===== src/tlge_pkg.sv =====
package tlge_pkg;

	// Field widths of the item and register formats.
	localparam int REQ_W     = 2;
	localparam int ROW_IDX_W = 5;
	localparam int DATA_W    = 32;
	localparam int ALIVE_W   = 11;
	localparam int GEN_W     = 16;
	localparam int CFG_W     = 6;
	localparam int CFG_IDX_W = 1;

	// Row counters must hold a register value plus two (the wrapped sweep).
	localparam int CNT_W = CFG_W + 1;

	// Neighbor sums go up to eight.
	localparam int NBR_W = 4;

	// Default grid capacity and reset sizes.
	localparam int DEF_MAX_ROWS = 32;
	localparam int DEF_MAX_COLS = 32;
	localparam logic [CFG_W-1:0] RESET_ROWS = 6'd30;
	localparam logic [CFG_W-1:0] RESET_COLS = 6'd32;
	localparam logic [GEN_W-1:0] GEN_RESET  = 16'd1;

	// Depth of the command and result queues.
	localparam int QUEUE_DEPTH = 2;

	// Life rule B3/S23.
	localparam logic [NBR_W-1:0] BIRTH_N   = 4'd3;
	localparam logic [NBR_W-1:0] SURVIVE_N = 4'd2;

	// Request type codes on the input port.
	localparam logic [REQ_W-1:0] REQ_WRITE = 2'd0;
	localparam logic [REQ_W-1:0] REQ_STEP  = 2'd1;
	localparam logic [REQ_W-1:0] REQ_READ  = 2'd2;

	// Configuration register indexes.
	localparam logic [CFG_IDX_W-1:0] REG_GRID_ROWS = 1'd0;
	localparam logic [CFG_IDX_W-1:0] REG_GRID_COLS = 1'd1;

	// Decoded operation handed from the front end to the engine.
	typedef enum logic [1:0] {
		OP_WRITE,
		OP_STEP,
		OP_READ,
		OP_NONE
	} op_t;

	// Engine sequencer states.
	typedef enum logic [1:0] {
		ST_IDLE,
		ST_READ,
		ST_SWEEP,
		ST_DRAIN
	} state_t;

	typedef struct packed {
		logic [REQ_W-1:0]     req_type;
		logic [ROW_IDX_W-1:0] row_index;
		logic [DATA_W-1:0]    row_bits;
	} req_t;

	typedef struct packed {
		logic [DATA_W-1:0]  read_bits;
		logic [ALIVE_W-1:0] alive_count;
		logic [GEN_W-1:0]   generation;
	} rsp_t;

	typedef struct packed {
		op_t                  op;
		logic [ROW_IDX_W-1:0] row;
		logic [DATA_W-1:0]    bits;
	} cmd_t;

	typedef struct packed {
		logic [CFG_W-1:0] grid_rows;
		logic [CFG_W-1:0] grid_cols;
	} cfg_t;

endpackage


===== src/tlge_ram.sv =====
module tlge_ram import tlge_pkg::*; #(
	parameter int WIDTH = DEF_MAX_COLS,
	parameter int DEPTH = DEF_MAX_ROWS
) (
	input  logic                                      clk,
	input  logic                                      we,
	input  logic [$clog2(DEPTH > 1 ? DEPTH : 2)-1:0] waddr,
	input  logic [WIDTH-1:0]                          wdata,
	input  logic [$clog2(DEPTH > 1 ? DEPTH : 2)-1:0] raddr,
	output logic [WIDTH-1:0]                          rdata
);

	logic [WIDTH-1:0] mem_q [DEPTH];

	// One write port and one registered read port.
	always_ff @(posedge clk) begin
		if (we) begin
			mem_q[waddr] <= wdata;
		end
		rdata <= mem_q[raddr];
	end

endmodule


===== src/tlge_fifo.sv =====
module tlge_fifo import tlge_pkg::*; #(
	parameter int WIDTH = DATA_W,
	parameter int DEPTH = QUEUE_DEPTH
) (
	input  logic             clk,
	input  logic             arst_n,
	input  logic             push,
	input  logic [WIDTH-1:0] wdata,
	output logic             full,
	input  logic             pop,
	output logic [WIDTH-1:0] rdata,
	output logic             empty
);

	localparam int PW = $clog2(DEPTH);

	logic [WIDTH-1:0] mem_q [DEPTH];
	logic [PW:0]      wp_q;
	logic [PW:0]      rp_q;

	// Pointers carry one extra wrap bit to tell full from empty.
	assign empty = (wp_q == rp_q);
	assign full  = (wp_q[PW] != rp_q[PW]) && (wp_q[PW-1:0] == rp_q[PW-1:0]);
	assign rdata = mem_q[rp_q[PW-1:0]];

	always_ff @(posedge clk or negedge arst_n) begin
		if (!arst_n) begin
			wp_q <= '0;
			rp_q <= '0;
		end else begin
			if (push && !full) begin
				wp_q <= wp_q + 1'b1;
			end
			if (pop && !empty) begin
				rp_q <= rp_q + 1'b1;
			end
		end
	end

	// Entry storage needs no reset.
	always_ff @(posedge clk) begin
		if (push && !full) begin
			mem_q[wp_q[PW-1:0]] <= wdata;
		end
	end

endmodule


===== src/tlge_front.sv =====
module tlge_front import tlge_pkg::*; (
	input  logic clk,
	input  logic arst_n,
	input  logic push,
	output logic full,
	input  req_t req,
	output cmd_t cmd,
	output logic cmd_empty,
	input  logic cmd_pop
);

	cmd_t             cmd_in;
	logic [$bits(cmd_t)-1:0] cmd_raw;

	// Decode the request type into an engine operation.
	always_comb begin
		cmd_in.row  = req.row_index;
		cmd_in.bits = req.row_bits;
		case (req.req_type)
			REQ_WRITE: cmd_in.op = OP_WRITE;
			REQ_STEP:  cmd_in.op = OP_STEP;
			REQ_READ:  cmd_in.op = OP_READ;
			default:   cmd_in.op = OP_NONE;
		endcase
	end

	// Decoded commands wait here until the engine takes them.
	tlge_fifo #(
		.WIDTH($bits(cmd_t)),
		.DEPTH(QUEUE_DEPTH)
	) u_cmd_q (
		.clk   (clk),
		.arst_n(arst_n),
		.push  (push),
		.wdata (cmd_in),
		.full  (full),
		.pop   (cmd_pop),
		.rdata (cmd_raw),
		.empty (cmd_empty)
	);

	assign cmd = cmd_t'(cmd_raw);

endmodule


===== src/tlge_back.sv =====
module tlge_back import tlge_pkg::*; #(
	parameter int MAX_ROWS = DEF_MAX_ROWS,
	parameter int MAX_COLS = DEF_MAX_COLS
) (
	input  logic clk,
	input  logic arst_n,
	input  cfg_t cfg,
	input  cmd_t cmd,
	input  logic cmd_empty,
	output logic cmd_pop,
	output rsp_t res,
	output logic res_push,
	input  logic res_full
);

	localparam int AW = $clog2(MAX_ROWS > 1 ? MAX_ROWS : 2);
	localparam int XW = $clog2(MAX_COLS > 1 ? MAX_COLS : 2);

	state_t st_q, st_d;

	logic                sel_q;
	logic [GEN_W-1:0]    gen_q;
	logic [ALIVE_W-1:0]  alive_q;
	logic [ALIVE_W-1:0]  acc_q;
	logic [MAX_ROWS-1:0] vld_q [2];
	logic [CNT_W-1:0]    k_q;
	logic                rd_hit_q;

	// Sweep pipeline: read issue stage and row window stage.
	logic                iss_s1;
	logic [CNT_W-1:0]    k_s1;
	logic                rv_s1;
	logic [MAX_COLS-1:0] win_up_q, win_mid_q, win_dn_q;
	logic                win_ok_q;
	logic [CNT_W-1:0]    r_q;

	logic [CNT_W-1:0]    rows_c;
	logic [CNT_W-1:0]    rows_p1;
	logic [CFG_W-1:0]    cols_c;
	logic [MAX_COLS-1:0] colmask;
	logic [CNT_W-1:0]    row_ext;
	logic                row_hit;
	logic [CNT_W-1:0]    sweep_row;

	logic                wr_item, rd_item, clr_dst, iss, finish;

	logic [AW-1:0]       rd_addr, wr_addr;
	logic [MAX_COLS-1:0] wr_data;
	logic [1:0]          ram_we;
	logic [MAX_COLS-1:0] ram_rdata [2];
	logic [MAX_COLS-1:0] rdata_src;
	logic [MAX_COLS-1:0] src_word;

	logic [MAX_COLS-1:0] row_w [3];
	logic [MAX_COLS-1:0] lft_w [3];
	logic [MAX_COLS-1:0] rgt_w [3];
	logic [MAX_COLS-1:0] next_row;
	logic [XW-1:0]       last_idx;

	// Active grid size, clamped to the storage.
	always_comb begin
		if (cfg.grid_rows == '0) begin
			rows_c = CNT_W'(1);
		end else if (CNT_W'(cfg.grid_rows) > CNT_W'(MAX_ROWS)) begin
			rows_c = CNT_W'(MAX_ROWS);
		end else begin
			rows_c = CNT_W'(cfg.grid_rows);
		end
		if (cfg.grid_cols == '0) begin
			cols_c = CFG_W'(1);
		end else if (cfg.grid_cols > CFG_W'(MAX_COLS)) begin
			cols_c = CFG_W'(MAX_COLS);
		end else begin
			cols_c = cfg.grid_cols;
		end
	end

	assign rows_p1 = rows_c + CNT_W'(1);

	for (genvar c = 0; c < MAX_COLS; c++) begin : g_mask
		assign colmask[c] = (CFG_W'(c) < cols_c);
	end

	// Addressed row of a read or write command.
	assign row_ext = CNT_W'(cmd.row);
	assign row_hit = (row_ext < rows_c);

	// The sweep reads the last row, then every row, then row zero again,
	// so that each row is seen between both of its wrapped neighbors.
	always_comb begin
		if (k_q == '0) begin
			sweep_row = rows_c - CNT_W'(1);
		end else if (k_q == rows_p1) begin
			sweep_row = '0;
		end else begin
			sweep_row = k_q - CNT_W'(1);
		end
	end

	// Next state of the sequencer.
	always_comb begin
		st_d = st_q;
		case (st_q)
			ST_IDLE: begin
				if (rd_item) begin
					st_d = ST_READ;
				end else if (clr_dst) begin
					st_d = ST_SWEEP;
				end
			end
			ST_READ: begin
				st_d = ST_IDLE;
			end
			ST_SWEEP: begin
				if (k_q == rows_p1) begin
					st_d = ST_DRAIN;
				end
			end
			ST_DRAIN: begin
				if (finish) begin
					st_d = ST_IDLE;
				end
			end
			default: begin
				st_d = ST_IDLE;
			end
		endcase
	end

	// Sequencer outputs and the result item.
	always_comb begin
		cmd_pop  = 1'b0;
		res_push = 1'b0;
		wr_item  = 1'b0;
		rd_item  = 1'b0;
		clr_dst  = 1'b0;
		iss      = 1'b0;
		finish   = 1'b0;
		res.read_bits   = '0;
		res.alive_count = alive_q;
		res.generation  = gen_q;
		case (st_q)
			ST_IDLE: begin
				if (!cmd_empty && !res_full) begin
					cmd_pop = 1'b1;
					case (cmd.op)
						OP_WRITE: begin
							wr_item  = 1'b1;
							res_push = 1'b1;
						end
						OP_READ: begin
							rd_item = 1'b1;
						end
						OP_STEP: begin
							clr_dst = 1'b1;
						end
						default: begin
							res_push = 1'b1;
						end
					endcase
				end
			end
			ST_READ: begin
				res_push = 1'b1;
				if (rd_hit_q) begin
					res.read_bits = DATA_W'(rdata_src & colmask);
				end
			end
			ST_SWEEP: begin
				iss = 1'b1;
			end
			ST_DRAIN: begin
				if (!iss_s1 && !win_ok_q) begin
					finish   = 1'b1;
					res_push = 1'b1;
					res.alive_count = acc_q;
					res.generation  = gen_q + GEN_W'(1);
				end
			end
			default: begin
			end
		endcase
	end

	// Memory ports: commands use the current grid, the sweep writes the other.
	assign rd_addr = rd_item ? row_ext[AW-1:0] : sweep_row[AW-1:0];
	assign wr_addr = wr_item ? row_ext[AW-1:0] : r_q[AW-1:0];
	assign wr_data = wr_item ? (cmd.bits[MAX_COLS-1:0] & colmask) : next_row;

	for (genvar b = 0; b < 2; b++) begin : g_grid
		assign ram_we[b] = (wr_item && row_hit && (sel_q == 1'(b))) ||
		                   (win_ok_q && (sel_q != 1'(b)));

		tlge_ram #(
			.WIDTH(MAX_COLS),
			.DEPTH(MAX_ROWS)
		) u_ram (
			.clk  (clk),
			.we   (ram_we[b]),
			.waddr(wr_addr),
			.wdata(wr_data),
			.raddr(rd_addr),
			.rdata(ram_rdata[b])
		);
	end

	assign rdata_src = sel_q ? ram_rdata[1] : ram_rdata[0];
	assign src_word  = rv_s1 ? rdata_src : '0;

	// Column neighbors with wraparound at the active width.
	assign row_w[0] = win_up_q;
	assign row_w[1] = win_mid_q;
	assign row_w[2] = win_dn_q;
	assign last_idx = XW'(cols_c - CFG_W'(1));

	for (genvar i = 0; i < 3; i++) begin : g_win
		for (genvar c = 0; c < MAX_COLS; c++) begin : g_col
			if (c == 0) begin : g_first
				assign lft_w[i][c] = row_w[i][last_idx];
			end else begin : g_inner
				assign lft_w[i][c] = row_w[i][c-1];
			end
			if (c == MAX_COLS - 1) begin : g_last
				assign rgt_w[i][c] = row_w[i][0];
			end else begin : g_body
				assign rgt_w[i][c] = (CFG_W'(c + 1) == cols_c) ? row_w[i][0] : row_w[i][c+1];
			end
		end
	end

	// Neighbor count and the B3/S23 rule for every cell of the middle row.
	for (genvar c = 0; c < MAX_COLS; c++) begin : g_cell
		logic [NBR_W-1:0] nbr;
		assign nbr = {3'b000, lft_w[0][c]} + {3'b000, row_w[0][c]} + {3'b000, rgt_w[0][c]} +
		             {3'b000, lft_w[1][c]} + {3'b000, rgt_w[1][c]} +
		             {3'b000, lft_w[2][c]} + {3'b000, row_w[2][c]} + {3'b000, rgt_w[2][c]};
		assign next_row[c] = colmask[c] &&
		                     ((nbr == BIRTH_N) || (row_w[1][c] && (nbr == SURVIVE_N)));
	end

	// Control state, counters and grid bookkeeping.
	always_ff @(posedge clk or negedge arst_n) begin
		if (!arst_n) begin
			st_q     <= ST_IDLE;
			sel_q    <= 1'b0;
			gen_q    <= GEN_RESET;
			alive_q  <= '0;
			acc_q    <= '0;
			vld_q[0] <= '0;
			vld_q[1] <= '0;
			k_q      <= '0;
			iss_s1   <= 1'b0;
			win_ok_q <= 1'b0;
			rd_hit_q <= 1'b0;
		end else begin
			st_q     <= st_d;
			iss_s1   <= iss;
			win_ok_q <= iss_s1 && (k_s1 >= CNT_W'(2));
			if (clr_dst) begin
				k_q            <= '0;
				acc_q          <= '0;
				vld_q[~sel_q]  <= '0;
			end else if (iss) begin
				k_q <= k_q + CNT_W'(1);
			end
			if (rd_item) begin
				rd_hit_q <= row_hit && vld_q[sel_q][row_ext[AW-1:0]];
			end
			if (wr_item && row_hit) begin
				vld_q[sel_q][row_ext[AW-1:0]] <= 1'b1;
			end
			if (win_ok_q) begin
				vld_q[~sel_q][r_q[AW-1:0]] <= 1'b1;
				acc_q <= acc_q + ALIVE_W'($countones(win_mid_q & colmask));
			end
			if (finish) begin
				vld_q[sel_q] <= '0;
				sel_q        <= ~sel_q;
				gen_q        <= gen_q + GEN_W'(1);
				alive_q      <= acc_q;
			end
		end
	end

	// Sweep data path: read stage and the three-row window.
	always_ff @(posedge clk) begin
		k_s1  <= k_q;
		rv_s1 <= vld_q[sel_q][sweep_row[AW-1:0]];
		r_q   <= k_s1 - CNT_W'(2);
		if (iss_s1) begin
			win_up_q  <= win_mid_q;
			win_mid_q <= win_dn_q;
			win_dn_q  <= src_word;
		end
	end

	// The engine takes no new command while one is in progress.
	a_busy_no_pop: assert property (@(posedge clk) disable iff (!arst_n)
		(st_q != ST_IDLE) |-> !cmd_pop)
		else $error("command taken while the engine is busy");

	// Every row produced by the sweep lies within the active rows.
	a_row_in_range: assert property (@(posedge clk) disable iff (!arst_n)
		win_ok_q |-> (r_q < rows_c))
		else $error("sweep produced a row outside the active grid");

	// Finishing a step swaps the current grid.
	a_swap: assert property (@(posedge clk) disable iff (!arst_n)
		finish |=> (sel_q != $past(sel_q)))
		else $error("grid select did not toggle after a step");

	// A result is only pushed where the result queue has room.
	a_res_room: assert property (@(posedge clk) disable iff (!arst_n)
		res_push |-> !res_full)
		else $error("result pushed into a full queue");

endmodule


===== src/toroidal_life_generation_engine_core.sv =====
// Toroidal B3/S23 Life engine with two grid buffers of MAX_ROWS rows by MAX_COLS
// columns. Items enter through a small command queue and results leave through a
// small result queue, so both sides may stall independently; every item gives
// exactly one result. Inside the engine a row write or an unknown request gives
// its result from the idle state, while a row read passes through a read
// state (the grid memory has a registered read port). A generation step sweeps
// the source grid through that single read port, one row per cycle, reading the
// rows wrapped at both ends, and sets the rate of the block. Per-row valid flags
// track the grids; reset clears them at once, so no clearing pass follows reset.
// Grid size registers must be written only while idle; the block does not check.
module toroidal_life_generation_engine_core import tlge_pkg::*; #(
	parameter int MAX_ROWS = DEF_MAX_ROWS,
	parameter int MAX_COLS = DEF_MAX_COLS
) (
	input  logic                 clk,
	input  logic                 arst_n,
	input  logic                 push,
	output logic                 full,
	input  req_t                 req,
	output logic                 empty,
	input  logic                 pop,
	output rsp_t                 rsp,
	input  logic                 cfg_valid,
	output logic                 cfg_ready,
	input  logic [CFG_IDX_W-1:0] cfg_index,
	input  logic [CFG_W-1:0]     cfg_data
);

	cfg_t                    cfg_q;
	cmd_t                    cmd;
	logic                    cmd_empty;
	logic                    cmd_pop;
	rsp_t                    res;
	logic                    res_push;
	logic                    res_full;
	logic [$bits(rsp_t)-1:0] rsp_raw;

	// Grid size registers.
	assign cfg_ready = 1'b1;

	always_ff @(posedge clk or negedge arst_n) begin
		if (!arst_n) begin
			cfg_q.grid_rows <= RESET_ROWS;
			cfg_q.grid_cols <= RESET_COLS;
		end else if (cfg_valid && cfg_ready) begin
			case (cfg_index)
				REG_GRID_ROWS: cfg_q.grid_rows <= cfg_data;
				REG_GRID_COLS: cfg_q.grid_cols <= cfg_data;
				default: begin
				end
			endcase
		end
	end

	// Front end: request decode and command queue.
	tlge_front u_front (
		.clk      (clk),
		.arst_n   (arst_n),
		.push     (push),
		.full     (full),
		.req      (req),
		.cmd      (cmd),
		.cmd_empty(cmd_empty),
		.cmd_pop  (cmd_pop)
	);

	// Engine: grid memories and generation sweep.
	tlge_back #(
		.MAX_ROWS(MAX_ROWS),
		.MAX_COLS(MAX_COLS)
	) u_back (
		.clk      (clk),
		.arst_n   (arst_n),
		.cfg      (cfg_q),
		.cmd      (cmd),
		.cmd_empty(cmd_empty),
		.cmd_pop  (cmd_pop),
		.res      (res),
		.res_push (res_push),
		.res_full (res_full)
	);

	// Result queue facing the consumer.
	tlge_fifo #(
		.WIDTH($bits(rsp_t)),
		.DEPTH(QUEUE_DEPTH)
	) u_res_q (
		.clk   (clk),
		.arst_n(arst_n),
		.push  (res_push),
		.wdata (res),
		.full  (res_full),
		.pop   (pop),
		.rdata (rsp_raw),
		.empty (empty)
	);

	assign rsp = rsp_t'(rsp_raw);

endmodule


===== config.mk =====
export PLATFORM = sky130hd
export DESIGN_NAME = toroidal_life_generation_engine_core
export DESIGN_NICKNAME = d
export VERILOG_FILES = /design/src/tlge_pkg.sv /design/src/tlge_ram.sv /design/src/tlge_fifo.sv /design/src/tlge_front.sv /design/src/tlge_back.sv /design/src/toroidal_life_generation_engine_core.sv
export SDC_FILE = /design/constraint.sdc
export NUM_CORES = 2
export LEC_CHECK = 0
export BUFFER_PORTS_ARGS = -buffer_cell sky130_fd_sc_hd__buf_4
export CAP_MARGIN = 20
export CELL_PAD_IN_SITES_DETAIL_PLACEMENT = 1
export CELL_PAD_IN_SITES_GLOBAL_PLACEMENT = 1
export CORE_ASPECT_RATIO = 1.2
export CORE_MARGIN = 2
export CORE_UTILIZATION = 25
export CTS_BUF_LIST = sky130_fd_sc_hd__clkbuf_4
export CTS_CLUSTER_SIZE = 24
export DETAILED_ROUTE_END_ITERATION = 10
export PLACE_DENSITY_LB_ADDON = 0.1
export SYNTH_ARGS = -nofsm -noshare
export SYNTH_HDL_FRONTEND = slang
export SYNTH_SLANG_ARGS = --single-unit
export TNS_END_PERCENT = 50

===== constraint.sdc =====
create_clock -name clk -period 17 [get_ports clk]
set_input_delay 1.7 -clock clk [delete_from_list [all_inputs] [get_ports clk]]
set_output_delay 1.7 -clock clk [all_outputs]
set_load 0.005 [all_outputs]

==> report_table.html <==
<table>
<tr><th>Metric</th><th>Value</th></tr>
<tr><th colspan="2">Logic synthesis</th></tr>
<tr><td>Number of cells produced by synthesis</td><td>8,102</td></tr>
<tr><td>Number of register bits inferred by synthesis</td><td>2,552</td></tr>
<tr><td>Synth top area cells</td><td>edfxtp_1 63%, nand2_1 5.5%, mux2i_1 4.4%</td></tr>
<tr><td>Share of synthesized registers carrying an async set or reset</td><td>0.0529</td></tr>
<tr><td>Largest area contributor in the netlist</td><td>edfxtp_1</td></tr>
<tr><td>Synthesis Warnings</td><td>0</td></tr>
<tr><td>EDFF count, synth</td><td>2,340</td></tr>
<tr><td>Most used DFF post-synth</td><td>edfxtp_1</td></tr>
<tr><td>Unique cell type count in the Yosys netlist</td><td>79</td></tr>
<tr><td>Mean instance size in the synthesized netlist</td><td>13.7 um^2</td></tr>
<tr><td>Synthesized net count</td><td>8,452</td></tr>
<tr><td>Most common cell in the netlist</td><td>edfxtp_1</td></tr>
<tr><td>Summed instance area of the synthesized netlist</td><td>111,000 um^2</td></tr>
<tr><td>Seq/Total Area, Yosys</td><td>0.679</td></tr>
<tr><td>Area fraction of the dominant cell type after synthesis</td><td>0.634</td></tr>
<tr><td>Most frequent cells after synthesis</td><td>2,340 x edfxtp_1, 1,628 x nand2_1, 488 x mux2i_1</td></tr>
<tr><th colspan="2">STA</th></tr>
<tr><td>TNS Setup</td><td>0 ps</td></tr>
<tr><td>Setup Skew</td><td>136 ps</td></tr>
<tr><td>Slew @ Worst Pin</td><td>1270 ps</td></tr>
<tr><td>Max Clk Rate</td><td>0.124 GHz</td></tr>
<tr><td>Slew HR</td><td>0.147</td></tr>
<tr><td>Fin crit share</td><td>0.476</td></tr>
<tr><td>Min Tclk post-route</td><td>8090 ps</td></tr>
<tr><td>Setup repair after global routing missed its margin</td><td>false</td></tr>
<tr><td>Final count of pins violating max slew</td><td>0</td></tr>
<tr><td>Number of failing setup endpoints in the final timing report</td><td>0</td></tr>
<tr><td>Number of hold violations in the final report</td><td>0</td></tr>
<tr><th colspan="2">Floorplan</th></tr>
<tr><td>Die width</td><td>612 um</td></tr>
<tr><td>Area inside the core boundary</td><td>441,000 um^2</td></tr>
<tr><td>Floorplan die height</td><td>733 um</td></tr>
<tr><td>Number of rows created at floorplan</td><td>267</td></tr>
<tr><td>Initial cell density of the core</td><td>0.251</td></tr>
<tr><td>Total die area</td><td>448,000 um^2</td></tr>
<tr><td>I/O Pins</td><td>113</td></tr>
<tr><th colspan="2">Clocking</th></tr>
<tr><td>Clock latency at the later pin of the worst-skew pair</td><td>1660 ps</td></tr>
<tr><td>H-tree levels</td><td>6</td></tr>
<tr><td>Clock tree from TritonCTS</td><td>done</td></tr>
<tr><td>Clock Sink Count</td><td>2,552</td></tr>
<tr><td>Total clock buffers created by CTS</td><td>693</td></tr>
<tr><td>Maximum number of buffers from clock root to sink</td><td>4</td></tr>
<tr><td>CTS root buffer</td><td>clkbuf_4</td></tr>
<tr><td>Clock transition at the registers of the reported paths</td><td>70 ps</td></tr>
<tr><th colspan="2">Place</th></tr>
<tr><td>HPWL after detailed placement</td><td>243 mm</td></tr>
<tr><td>Post-Place Cells</td><td>13,779</td></tr>
<tr><td>Port Buffers</td><td>111</td></tr>
<tr><td>Routability Congestion</td><td>0.799</td></tr>
<tr><th colspan="2">Setup path</th></tr>
<tr><td>CP Launch Type</td><td>flop</td></tr>
<tr><td>Cell breakdown of the critical path</td><td>nor2_1, a21oi_1, nor2_4, buf_4, inv_1, ha_1, xnor2_1, mux4_2, mux2_2, ha_1, inv_1, fa_1, inv_1, fa_1, inv_1, fa_1, fa_1, nor3_1, mux2i_1, a2111oi_0, a21oi_1, a21oi_4, buf_4</td></tr>
<tr><td>Family with the most delay on the worst path</td><td>adder cells</td></tr>
<tr><td>CP max FO</td><td>64</td></tr>
<tr><td>Arrival time of the worst setup path</td><td>9370 ps</td></tr>
<tr><td>Crit-path slowest cell</td><td>xnor2_1</td></tr>
<tr><td>Required time at the endpoint of the critical path</td><td>18,280 ps</td></tr>
<tr><td>Worst Setup End Kind</td><td>flop</td></tr>
<tr><td>Buffers plus inverters on the worst setup path</td><td>6</td></tr>
<tr><td>Maximum single-stage delay on the critical path</td><td>770 ps</td></tr>
<tr><td>Setup CP Type</td><td>flop to flop</td></tr>
<tr><th colspan="2">Hold path</th></tr>
<tr><td>Class of the tightest hold or removal check</td><td>input pin to flop</td></tr>
<tr><th colspan="2">Global routing</th></tr>
<tr><td>Pin count of the biggest net entering global routing</td><td>130</td></tr>
<tr><td>Global-route wire length before repair</td><td>596 mm</td></tr>
<tr><td>Total congestion overflow after global routing</td><td>0</td></tr>
<tr><td>Overall track demand over capacity in global routing</td><td>0.186</td></tr>
<tr><td>Initial antenna violation count</td><td>27</td></tr>
<tr><td>Vias in the first global route</td><td>77,545</td></tr>
<tr><th colspan="2">Status</th></tr>
<tr><td>Result of the run</td><td>finished, final reports clean</td></tr>
<tr><th colspan="2">Drt</th></tr>
<tr><td>Wirelength, routed</td><td>424 mm</td></tr>
<tr><td>Routed vias/inst</td><td>4.79</td></tr>
<tr><td>First-pass iteration count of the detailed router</td><td>7</td></tr>
<tr><td>Number of antenna-violating nets in the routed design</td><td>0</td></tr>
<tr><td>Routed via count</td><td>72,389</td></tr>
<tr><td>Per-cell routed wire length</td><td>28.1 um</td></tr>
<tr><td>Total DRC errors in the routed layout</td><td>0</td></tr>
<tr><td>Initial DRC count</td><td>4,289</td></tr>
<tr><th colspan="2">Finish</th></tr>
<tr><td>Layout cell share with drive strength beyond 1</td><td>0.195</td></tr>
<tr><td>Area growth from synthesis to layout</td><td>16.6%</td></tr>
<tr><td>Layout net count</td><td>9,067</td></tr>
<tr><td>Cell Count, Final, Fillers Out</td><td>15,102</td></tr>
<tr><th colspan="2">Job</th></tr>
<tr><td>Max-cap viol count</td><td>0</td></tr>
</table>
## path summary, 6_finish.rpt
kind | start | to | slack [ps] | cells after the start
setup / recovery | cfg_q[3]$_DFFE_PN0P_ | u_back.g_grid[0].u_ram.mem_q[25][0]$_DFFE_PP_ | 8910 | 23
hold / removal | req[22] | u_front.u_cmd_q.mem_q[0][22]$_DFFE_PP_ | 270 | 1
setup reg to reg | cfg_q[3]$_DFFE_PN0P_ | u_back.g_grid[0].u_ram.mem_q[25][0]$_DFFE_PP_ | 8910 | 23
hold reg to reg | u_back.k_s1[0]$_DFF_P_ | u_back.r_q[0]$_DFF_P_ | 380 | 0
max in group asynchronous | arst_n | u_back.vld_q[47]$_DFF_PN0_ | 14330 | 4
min in group asynchronous | arst_n | u_back.alive_q[7]$_DFFE_PN0P_ | 540 | 2
## logic make-up (layout without fill, tap and decap cells)
| logic type | after synthesis | after routing | synth area share |
|---|---|---|---|
| AOI/OAI and AO/OA | 951 | 951 | 0.0628 |
| xor gates and xnor gates | 65 | 65 | 0.00521 |
| adders and majority gates | 299 | 299 | 0.0444 |
| buffers and inverters | 841 | 2017 | 0.0324 |
| DFF | 2552 | 2552 | 0.679 |
| muxes | 639 | 639 | 0.0661 |
| other | 1 | 42 | 0.0000339 |
| and+or+nand+nor | 2754 | 2754 | 0.110 |
## timing repair
| item | 4_1_cts | 5_1_grt |
|---|---|---|
| buffers inserted | 0 | 0 |
| hold buffers | 18 | 0 |
| hold endpoints to repair | 67 | 0 |
| resized for setup | 0 | 0 |
## cell type report
type	count	area [um^2]
diodes	41	103
clock buffers	1046	7850
clock inverters	210	1330
fillers	47347	312000
inverters	368	1390
multi-input cells	4709	33000
flip-flops and latches	2552	75200
well taps	5783	7240
repair buffers	393	3060
## cell usage in the layout, fill, tap and decap left out, types with 49 or more instances in the layout
cell type	Yosys	final
buf_4	35	353
nand3_1	302	301
a21oi_1	124	122
fa_1	157	157
edfxtp_1	2340	2340
mux2i_1	488	487
a221oi_1	52	49
o21ai_0	87	86
a22oi_1	53	53
and3_1	330	326
nor3_1	89	78
a41o_1	57	57
clkinv_1	3	134
nor2_4	0	71
mux4_2	52	52
o22ai_1	66	66
mux2_2	87	87
clkbuf_4	0	1048
inv_1	363	363
nor2b_1	50	49
nor2_1	221	150
o221ai_1	118	118
dfxtp_1	77	76
nand2_1	1628	1625
ha_1	142	142
a211oi_1	138	123
nor4_1	69	62
dfrtp_1	129	125
a31oi_1	129	129
## worst reg2reg max path: stages (launching register included)
cell       delay, ps
dfrtp_1          580
nor2_1           170
a21oi_1          120
nor2_4            90
buf_4            500
inv_1            160
ha_1             470
xnor2_1          770
mux4_2           460
mux2_2           300
ha_1             270
inv_1             50
fa_1             530
inv_1             50
fa_1             500
inv_1             60
fa_1             470
fa_1             410
nor3_1           210
mux2i_1          100
a2111oi_0        460
a21oi_1          140
a21oi_4          150
buf_4            630
## registers in the layout (all words and copies together) (netlist names), 2 cells and up
name	flops
u_back.g_grid.u_ram.rdata	64
u_back.acc_q	11
u_back.win_up_q	32
u_res_q.rp_q	2
u_back.st_q	2
u_front.u_cmd_q.rp_q	2
u_back.vld_q	64
cfg_q	12
u_front.u_cmd_q.mem_q	78
u_back.win_mid_q	32
u_back.k_q	7
u_back.alive_q	11
u_back.g_grid.u_ram.mem_q	2048
u_res_q.mem_q	118
u_back.k_s1	7
u_res_q.wp_q	2
u_front.u_cmd_q.wp_q	2
u_back.gen_q	16
u_back.r_q	5
u_back.win_dn_q	32
## through the flow
stage	worst slack [ps]	utilization	cell area [um^2]	hold slack, ps
2_1_floorplan	8110	-	111000	332
3_5_place_dp	8880	0.271	120000	364
3_3_place_gp	8860	0.271	120000	360
6_report	8910	0.293	129000	272
5_1_grt	8430	0.293	129000	76.1
4_1_cts	8930	0.293	129000	0.149
## layer usage
metal  GRT usage  up-vias  wire length (um)
met5           0        -                77
met4      0.0551       10             11900
met3      0.0259      625             16300
met2       0.322     1611            210000
met1       0.238    38324            185000
li1            -    31819                 -
Power is not shown: default switching activity piles up to over one toggle a cycle in this logic, so the estimate is an artifact.
